**config.mk**
```make
export PLATFORM = sky130hd
export DESIGN_NAME = http_chunked_body_decoder
export DESIGN_NICKNAME = d
export VERILOG_FILES = /design/src/rtl/hcbd_pkg.sv /design/src/rtl/hcbd_in_reg.sv /design/src/rtl/hcbd_parse.sv /design/src/rtl/hcbd_out_reg.sv /design/src/rtl/http_chunked_body_decoder.sv
export VERILOG_INCLUDE_DIRS = /design/src /design/src/rtl
export SDC_FILE = /design/constraint.sdc
export NUM_CORES = 1
export LEC_CHECK = 0
export BUFFER_PORTS_ARGS = -buffer_cell sky130_fd_sc_hd__buf_2
export CAP_MARGIN = 10
export CORE_MARGIN = 5
export CORE_UTILIZATION = 50
export CTS_BUF_LIST = sky130_fd_sc_hd__clkbuf_2
export DETAILED_ROUTE_END_ITERATION = 7
export PLACE_DENSITY = 0.77
export SYNTH_ARGS = -nofsm -noshare
export SYNTH_HDL_FRONTEND = slang
export SYNTH_SLANG_ARGS = --single-unit
```
**constraint.sdc**
```tcl
create_clock -name i_clk -period 8.3 [get_ports i_clk]
set_clock_uncertainty 0.2 [all_clocks]
set_input_delay 2.49 -clock i_clk [delete_from_list [all_inputs] [get_ports i_clk]]
set_output_delay 2.49 -clock i_clk [all_outputs]
set_load 0.02 [all_outputs]
```
**src/rtl/http_chunked_body_decoder_defines.svh**
```systemverilog
// assertion macros shared by the chunked body decoder rtl
`ifndef HTTP_CHUNKED_BODY_DECODER_DEFINES_SVH
`define HTTP_CHUNKED_BODY_DECODER_DEFINES_SVH

// same-cycle implication, checked out of reset
`define HCBD_ASSERT_NOW(label, clk, rst_n, ante, cons, msg) \
    label: assert property (@(posedge clk) disable iff (!(rst_n)) (ante) |-> (cons)) \
        else $error(msg);

// next-cycle implication, checked out of reset
`define HCBD_ASSERT_NEXT(label, clk, rst_n, ante, cons, msg) \
    label: assert property (@(posedge clk) disable iff (!(rst_n)) (ante) |=> (cons)) \
        else $error(msg);

`endif

```
**src/rtl/hcbd_pkg.sv**
```systemverilog
// shared types, constants and helpers for the chunked body decoder
`default_nettype none

package hcbd_pkg;

    localparam int LENGTH_BITS_DEF = 32;
    localparam int SIZE_W_MAX      = 32;

    localparam logic [7:0] BYTE_CR = 8'h0D;
    localparam logic [7:0] BYTE_LF = 8'h0A;

    typedef enum logic [5:0] {
        PH_SIZE = 6'b000001,
        PH_SKIP = 6'b000010,
        PH_SLF  = 6'b000100,
        PH_DATA = 6'b001000,
        PH_TCR  = 6'b010000,
        PH_TLF  = 6'b100000
    } t_phase;

    typedef struct packed {
        logic       valid;
        logic [7:0] data;
        logic       last;
    } t_result;

    typedef struct packed {
        t_phase phase;
        logic   rem_zero;
    } t_status;

    // bit 4 set when the byte is a hex digit, low nibble is its value
    function automatic logic [4:0] hex_digit(input logic [7:0] b);
        logic [4:0] r;
        r = 5'b0;
        if (b >= 8'h30 && b <= 8'h39) begin
            r = {1'b1, 4'(b - 8'h30)};
        end else if (b >= 8'h61 && b <= 8'h66) begin
            r = {1'b1, 4'(b - 8'h57)};
        end else if (b >= 8'h41 && b <= 8'h46) begin
            r = {1'b1, 4'(b - 8'h37)};
        end
        return r;
    endfunction

endpackage

`default_nettype wire

```
**src/rtl/hcbd_in_reg.sv**
```systemverilog
// input register stage holding one body word
`default_nettype none

module hcbd_in_reg (
    input  wire        i_clk,
    input  wire        i_rst_n,
    input  wire        i_valid,
    input  wire  [7:0] i_byte,
    input  wire        i_eob,
    input  wire        i_adv,
    output logic       o_ready,
    output logic       o_valid,
    output logic [7:0] o_byte,
    output logic       o_eob
);
    import hcbd_pkg::*;

    logic       r_valid;
    logic [7:0] r_byte;
    logic       r_eob;

    assign o_ready = !r_valid || i_adv;
    assign o_valid = r_valid;
    assign o_byte  = r_byte;
    assign o_eob   = r_eob;

    always_ff @(posedge i_clk) begin
        if (!i_rst_n) begin
            r_valid <= 1'b0;
        end else if (o_ready) begin
            r_valid <= i_valid;
        end
    end

    always_ff @(posedge i_clk) begin
        if (o_ready && i_valid) begin
            r_byte <= i_byte;
            r_eob  <= i_eob;
        end
    end

endmodule

`default_nettype wire

```
**src/rtl/hcbd_parse.sv**
```systemverilog
// chunk framing state and per-word decode
`default_nettype none

module hcbd_parse #(
    parameter int LENGTH_BITS = hcbd_pkg::LENGTH_BITS_DEF
) (
    input  wire               i_clk,
    input  wire               i_rst_n,
    input  wire               i_adv,
    input  wire  [7:0]        i_byte,
    input  wire               i_eob,
    output hcbd_pkg::t_result o_res,
    output hcbd_pkg::t_status o_status
);
    import hcbd_pkg::*;

    localparam int RW = (LENGTH_BITS < SIZE_W_MAX) ? LENGTH_BITS : SIZE_W_MAX;

    t_phase        r_phase, n_phase;
    logic [RW-1:0] r_rem, n_rem;
    t_phase        eff;
    logic [RW-1:0] rem_eff;
    logic [RW-1:0] rem_dec;
    logic [RW+3:0] acc;
    logic [4:0]    hex;
    logic          done;

    assign hex     = hex_digit(i_byte);
    assign acc     = {rem_eff, hex[3:0]};
    assign rem_dec = rem_eff - RW'(1);

    always_comb begin
        eff     = r_phase;
        rem_eff = r_rem;
        n_phase = r_phase;
        n_rem   = r_rem;
        done    = 1'b0;
        o_res   = '{valid: 1'b0, data: i_byte, last: 1'b0};

        // resolve the phase that finally takes this word
        case (r_phase)
            PH_SIZE, PH_SKIP, PH_DATA, PH_TCR, PH_TLF: begin
            end
            PH_SLF: begin
                eff = (r_rem != '0) ? PH_DATA : PH_TCR;
                if (i_byte == BYTE_LF) begin
                    n_phase = eff;
                    done    = 1'b1;
                end
            end
            default: begin
                eff     = PH_SIZE;
                rem_eff = '0;
            end
        endcase

        if (!done) begin
            if ((eff == PH_TCR && i_byte != BYTE_CR) ||
                (eff == PH_TLF && i_byte != BYTE_LF)) begin
                eff     = PH_SIZE;
                rem_eff = '0;
            end
            n_phase = eff;
            n_rem   = rem_eff;
            case (eff)
                PH_SIZE: begin
                    if (hex[4]) begin
                        // saturate when the shifted size no longer fits
                        n_rem = (acc[RW+3:RW] != 4'b0) ? '1 : acc[RW-1:0];
                    end else if (i_byte == BYTE_CR) begin
                        n_phase = PH_SLF;
                    end else begin
                        n_phase = PH_SKIP;
                    end
                end
                PH_SKIP: begin
                    if (i_byte == BYTE_CR) begin
                        n_phase = PH_SLF;
                    end
                end
                PH_DATA: begin
                    n_rem       = rem_dec;
                    o_res.valid = 1'b1;
                    o_res.last  = (rem_dec == '0);
                    if (rem_dec == '0) begin
                        n_phase = PH_TCR;
                    end
                end
                PH_TCR: begin
                    n_phase = PH_TLF;
                end
                PH_TLF: begin
                    n_phase = PH_SIZE;
                    n_rem   = '0;
                end
                default: begin
                    n_phase = PH_SIZE;
                    n_rem   = '0;
                end
            endcase
        end

        if (i_eob) begin
            n_phase = PH_SIZE;
            n_rem   = '0;
        end
    end

    always_ff @(posedge i_clk) begin
        if (!i_rst_n) begin
            r_phase <= PH_SIZE;
            r_rem   <= '0;
        end else if (i_adv) begin
            r_phase <= n_phase;
            r_rem   <= n_rem;
        end
    end

    assign o_status = '{phase: r_phase, rem_zero: (r_rem == '0)};

endmodule

`default_nettype wire

```
**src/rtl/hcbd_out_reg.sv**
```systemverilog
// result register for decoded payload words
`default_nettype none

module hcbd_out_reg (
    input  wire               i_clk,
    input  wire               i_rst_n,
    input  wire               i_load,
    input  hcbd_pkg::t_result i_res,
    input  wire               i_ready,
    output logic              o_valid,
    output logic [7:0]        o_data,
    output logic              o_last
);
    import hcbd_pkg::*;

    logic       r_valid;
    logic [7:0] r_data;
    logic       r_last;

    assign o_valid = r_valid;
    assign o_data  = r_data;
    assign o_last  = r_last;

    always_ff @(posedge i_clk) begin
        if (!i_rst_n) begin
            r_valid <= 1'b0;
        end else if (i_load) begin
            r_valid <= 1'b1;
        end else if (i_ready) begin
            r_valid <= 1'b0;
        end
    end

    always_ff @(posedge i_clk) begin
        if (i_load) begin
            r_data <= i_res.data;
            r_last <= i_res.last;
        end
    end

endmodule

`default_nettype wire

```
**src/rtl/http_chunked_body_decoder.sv**
```systemverilog
// chunked transfer body decoder: strips size lines and trailers, passes payload
// input channel: one body word per handshake (i_in_valid / o_in_ready) with an
//   end-of-body flag; the flagged word is decoded and the framing then restarts
//   at the size digits
// output channel: one payload word per handshake (o_out_valid / i_out_ready)
//   with chunk_last marking the final word of each chunk; size lines, the
//   optional line ends and skipped text give no output word
// path: a taken input word is held in the input register, decoded, and its
//   payload word is presented from the result register (input register, then result register)
// throughput: 1 word per cycle while the output is not stalled; the phase and
//   size counter update in the single decode step between the two registers
// stall: while the result register is full and not taken, the decode step
//   holds and the input register keeps one word; o_in_ready drops only when
//   both are occupied
// reset: synchronous, active low; both registers empty, framing back at the
//   size digits with a zero size
`default_nettype none

module http_chunked_body_decoder #(
    parameter int LENGTH_BITS = hcbd_pkg::LENGTH_BITS_DEF
) (
    input  wire        i_clk,
    input  wire        i_rst_n,
    input  wire        i_in_valid,
    output logic       o_in_ready,
    input  wire  [7:0] i_body_byte,
    input  wire        i_end_of_body,
    output logic       o_out_valid,
    input  wire        i_out_ready,
    output logic [7:0] o_payload_byte,
    output logic       o_chunk_last
);
    import hcbd_pkg::*;
    `include "http_chunked_body_decoder_defines.svh"

    logic       in_valid;
    logic [7:0] in_byte;
    logic       in_eob;
    logic       adv;
    t_result    res;
    t_status    status;

    // a stored word moves on when the result register can take whatever it yields
    assign adv = in_valid && (!o_out_valid || i_out_ready);

    hcbd_in_reg u_in_reg (
        .i_clk   (i_clk),
        .i_rst_n (i_rst_n),
        .i_valid (i_in_valid),
        .i_byte  (i_body_byte),
        .i_eob   (i_end_of_body),
        .i_adv   (adv),
        .o_ready (o_in_ready),
        .o_valid (in_valid),
        .o_byte  (in_byte),
        .o_eob   (in_eob)
    );

    hcbd_parse #(
        .LENGTH_BITS (LENGTH_BITS)
    ) u_parse (
        .i_clk    (i_clk),
        .i_rst_n  (i_rst_n),
        .i_adv    (adv),
        .i_byte   (in_byte),
        .i_eob    (in_eob),
        .o_res    (res),
        .o_status (status)
    );

    hcbd_out_reg u_out_reg (
        .i_clk   (i_clk),
        .i_rst_n (i_rst_n),
        .i_load  (adv && res.valid),
        .i_res   (res),
        .i_ready (i_out_ready),
        .o_valid (o_out_valid),
        .o_data  (o_payload_byte),
        .o_last  (o_chunk_last)
    );

    `HCBD_ASSERT_NOW(a_data_rem_nonzero, i_clk, i_rst_n,
        status.phase == PH_DATA, !status.rem_zero,
        "payload phase entered with no bytes due")
    `HCBD_ASSERT_NEXT(a_last_ends_chunk, i_clk, i_rst_n,
        adv && res.valid && res.last && !in_eob, status.phase == PH_TCR,
        "last payload word did not move to trailer")
    `HCBD_ASSERT_NOW(a_backpressure_only, i_clk, i_rst_n,
        !o_in_ready, o_out_valid && !i_out_ready && in_valid,
        "input stalled without a held result")

endmodule

`default_nettype wire
```
Word-level counts from Yosys, hierarchy flattened
Cells that the tools add are included.
- register bits: 58
- word-level logic and storage cells: 91
- output and inout port bits: 11
- input bits: 13
- add/sub/neg operators: 4
- $lt $le $gt $ge: 6
- mux-type cells: 30
- bitwise operators: 1
- reduce and logical (&&, ||, !) cells: 23
- eq/ne operators: 19
- operators with widths (operator ; count):
    $mux W32 ; 7
    $pmux W32 S3 ; 1
    $mux W6 ; 9
    $logic_not A32 Y1 ; 1
    $reduce_bool A32 Y1 ; 1
    $sub A32 B1 Y32 const B ; 1
    $pmux W6 S4 ; 1
    $mux W5 ; 4
    $eq A6 B5 Y1 const B ; 3
    $eq A8 B4 Y1 const B ; 2
    $ge A8 B7 Y1 const B ; 2
    $le A8 B7 Y1 const B ; 2
    $ne A8 B4 Y1 const B ; 2
    $eq A6 B1 Y1 const B ; 2
    $eq A6 B2 Y1 const B ; 2
    $eq A6 B4 Y1 const B ; 2
    $eq A6 B6 Y1 const B ; 2
    $pmux W6 S2 ; 1
    $ge A8 B6 Y1 const B ; 1
    $le A8 B6 Y1 const B ; 1
    $logic_and A1 B1 Y1 ; 8
    $sub A4 B3 Y4 const B ; 2
    $eq A6 B3 Y1 const B ; 1
    $mux W1 ; 6
    other kinds (14) ; 19

Depth between registers and ports, before layout
- depth in word-level cells: 14
- gate-level depth with buffers: 18
- depth with buffers taken out: 17

Hierarchy
A second synthesis with hierarchy kept.
- cell total of the unflattened synthesis: 604
- area total of the unflattened synthesis: 4455.5 um^2
- by module, submodules not included (module ; cells each ; area an instance (um^2) ; instances ; seq. area each (um^2)):
    hcbd_parse ; 575 ; 3797.4 ; 1 ; 760.7
    hcbd_in_reg ; 14 ; 327.8 ; 1 ; 290.3
    hcbd_out_reg ; 12 ; 311.5 ; 1 ; 290.3
    http_chunked_body_decoder ; 3 ; 18.8 ; 1 ; 0.0

Least setup slack after synthesis
Ideal clock, no wire load.
- kind: input to output
- start: input i_out_ready
- end: output o_in_ready
- path buffers: 0
- slack: 2.725 ns
- cell stages on the path: 2
- arrival time: 2.885 ns
- data required time: 5.610 ns
- cells stage by stage: nor2b_1 > nand2_1
- word-level cells in the longest chain between the ends: 3
- RTL lines (item ; line ; text):
    start, declared ; http_chunked_body_decoder.sv:29 ; input wire i_out_ready,
    $logic_or A1 B1 Y1 ; http_chunked_body_decoder.sv:44 ; assign adv = in_valid && (!o_out_valid || i_out_ready);
    $logic_and A1 B1 Y1 ; http_chunked_body_decoder.sv:44 ;
    $logic_or A1 B1 Y1 ; hcbd_in_reg.sv:22 ; assign o_ready = !r_valid || i_adv;
    end, declared ; http_chunked_body_decoder.sv:25 ; output logic o_in_ready,
No other way between the ends.

Worst setup path in the final report
- start: register u_parse.r_rem[2]
- end: register u_out_reg.r_last (netlist: u_out_reg.o_last), data pin
- word-level cells in the longest chain between the ends: 11
- elaborated cells between the ends (all ways): 18
- those cells by class: 1 x add/sub; 3 x eq/ne; 7 x mux; 1 x bitwise; 6 x reduce/logical
- RTL lines (item ; line ; text):
    start, declared ; hcbd_parse.sv:20 ; logic [RW-1:0] r_rem, n_rem;
    start signal, assigned ; hcbd_parse.sv:115 ; r_rem <= n_rem;
    parallel branches: the longest is 11 deep, another holds $sub A32 B1 Y32 ; n/a ;
    end signal, assigned ; hcbd_out_reg.sv:37 ; r_last <= i_res.last;
    end, declared ; hcbd_out_reg.sv:18 ; logic r_last;
Parallel ways; which one is timed is not known. The select of a mux whose other input is x is not followed.
A chain may end at the register's enable or synchronous reset.

==> metrics.txt <==
Max IR drop VDD=84.8 uV; Final Util=0.526; Critical Path Fanout Max=17; number of max-cap violations=0; hold endpoint=u_parse.r_phase[5]; I/O pin count=24; setup tns final=0 ns; outcome=finished, final reports clean; Pwr Density=116 nW/um2; Worst EP required=8.50 ns; hold buffers post-CTS=0; commonest non-fill, non-tap cell in the layout=nor2_1; htree depth=3; post-DP HPWL=11200 um; largest net degree at the start of global routing=33; number of synthesized register bits=58; Worst Max-Slew Pin Slew=1.21 ns; worst reg2reg path depth=15; fin crit share=0.835; Placed Cells=711; width of the die=106 um; Fin. Hold Viols=0; remaining global-route overflow=0; first-pass GRT wire length=25500 um; Detailed Routing Iterations Pass 1=5; wire per inst=22.1 um; clock sinks=58; Yosys cell types=71; ys async rst share=0; met3 WL post-DR=1940 um; RSZ-0062 raised after global routing=no; antenna fix cells=0; die area=11200 um2; # setup viols final=0; Final Cell Area=4790 um2; Worst-Skew Late Latency=0.55 ns; commonest cells after routing, fill and taps aside=67 x nor2_1, 58 x nand2_1, 50 x o21ai_0; Worst Min Path Start=u_parse.r_phase[5]; drt total wl=16100 um; Final Net Count=630; Num CTS Buffers=9; Worst path max stage delay=0.75 ns; Crit. End Element=flop; vias in the first global route=4765; via/cell ratio=7.22; routed via count=5251; syn_nets=635; Worst Hold Depth=2; crit path cell chain=nor4_1, nand3_1, or4_4, o32ai_4, nor2_1, nand2_1, ha_1, nor4b_1, nand4_1, or3_1, xnor2_1, nor4b_1, o2111a_1, o2111ai_1, nor2_1; Post-synth EDFFs=18; setup bufs post-CTS=0; all-layer global routing usage=0.284; R2R Path Start=u_parse.r_rem[2]; highest metal used=met4; root buffer cell=clkbuf_2; Startpoint Class=flop; R2R Setup Slk=1.37 ns; P&R area growth vs syn=4.50%; Detail Route Antenna Nets=0; Starting Density=0.503; max frequency=144 MHz; Clock Tree Buf Depth=2; Pwr Total=0.555 mW; Core Footprint=9110 um2; RR Endpoint=u_out_reg.o_last; Synth Area per Inst=7.44 um2; Port Buffer Count=23; Netlist Area Pre-Place=4580 um2; Hold/Removal Path Class=flop to flop; Leak=1.75 nW; CP arrival=7.12 ns; slowest cell on the critical path=o32ai_4; synth warn=0; wire length on met1=6630 um; antenna violations before repair=0; Die Ht=106 um; routability cong.=1.00; DRT iter0 DRCs=652; Final Max Tran Viols=0; met2 wire len=6970 um; Min Clock Period, post-route=6.93 ns; register area share after synthesis=0.293; Post-CTS Resized=0; clk slew on worst S/H paths=0.19 ns; fin cells=727; DRC=0; CTS tree=done; Setup Crit Path Kind=flop to flop; Post-DP Area=4710 um2; Post-Synthesis Cells=616; share of cells above drive strength 1=0.117; Placement Rows=35; ys flop type=dfxtp_1; Relative slew margins=0.193
[critical path: cells and delay by family, from the launching register on]
kind / cells / cell delay [ns]
fa+ha+maj: 1 / 0.54
xor+xnor: 1 / 0.17
compound gates: 3 / 1.22
simple gates: 10 / 4.15
flops: 1 / 0.47
[cells in the mapped netlist (11+ instances only)]
| library cell | count | area share |
|---|---|---|
| a21oi_1 | 35 | 0.038 |
| dfxtp_1 | 40 | 0.17 |
| clkbuf_1 | 38 | 0.031 |
| o31ai_1 | 12 | 0.020 |
| nor2_1 | 67 | 0.055 |
| o22ai_1 | 11 | 0.015 |
| nand2_1 | 58 | 0.047 |
| nor3_1 | 33 | 0.036 |
| nand3_1 | 29 | 0.032 |
| edfxtp_1 | 18 | 0.12 |
| nor4_1 | 17 | 0.023 |
| o21ai_0 | 50 | 0.055 |
| nand4_1 | 16 | 0.022 |
| or3_1 | 11 | 0.015 |
[how the worst max path moves through the flow]
| stage | to | from |
|---|---|---|
| after floorplan | o_in_ready | i_out_ready |
| after global placement | u_out_reg.o_last | u_parse.r_rem[2] |
| after detailed placement | u_out_reg.o_last | u_parse.r_rem[2] |
| after CTS | u_out_reg.o_last | u_parse.r_rem[2] |
| after global routing | u_out_reg.o_last | u_parse.r_rem[2] |
| final | u_out_reg.o_last | u_parse.r_rem[2] |
[state kept, by name (all words and copies together), names as in the netlist]
signal and cells:
u_in_reg.o_valid 1, u_in_reg.o_byte 8, u_in_reg.o_eob 1, u_parse.r_rem 32
u_out_reg.o_data 8, u_out_reg.o_valid 1, u_parse.r_phase 6, u_out_reg.o_last 1
[power by group]
part / leakage (nW) / total (mW) / internal, mW / switching (mW)
clock network: 0.0556 / 0.157 / 0.0356 / 0.122
logic: 1.21 / 0.0927 / 0.0282 / 0.0646
registers: 0.489 / 0.305 / 0.298 / 0.00710
[cell families (layout without fill, tap and decap cells)]
family | after synthesis | in the layout | share of synthesized area
multiplexers | 2 | 2 | 0.00464
flip-flops | 58 | 58 | 0.293
AND/OR/NAND/NOR | 293 | 293 | 0.332
adder cells (fa/ha/maj) | 6 | 6 | 0.0164
AO/OA/AOI/OAI | 188 | 188 | 0.280
buffers and inverters | 57 | 57 | 0.0521
XOR/XNOR | 12 | 12 | 0.0229
[through the flow]
| step | setup slack, ns | hold slack, ns |
|---|---|---|
| 3_3_place_gp | 2.06 | 0.289 |
| 4_1_cts | 1.60 | 0.317 |
| 2_1_floorplan | 2.72 | 0.266 |
| 5_1_grt | 1.10 | 0.351 |
| 3_5_place_dp | 1.69 | 0.296 |
| 6_report | 1.37 | 0.327 |
[area by class of cell]
class	instances	area, um2
clock buffer	9	45.0
timing repair buffer	33	190
tap	111	139
sequential	58	1340
inverter	8	30.0
clock inverter	7	36.3
multi-input combinational	501	3010
fill	902	4320
[metal layers]
| metal | GRT usage | vias up |
|---|---|---|
| li1 | - | 2335 |
| met1 | 0.397 | 2455 |
| met2 | 0.424 | 398 |
| met3 | 0.0606 | 63 |
| met4 | 0.114 | 0 |
| met5 | 0 | - |
Power figures use the tool's default switching activity.
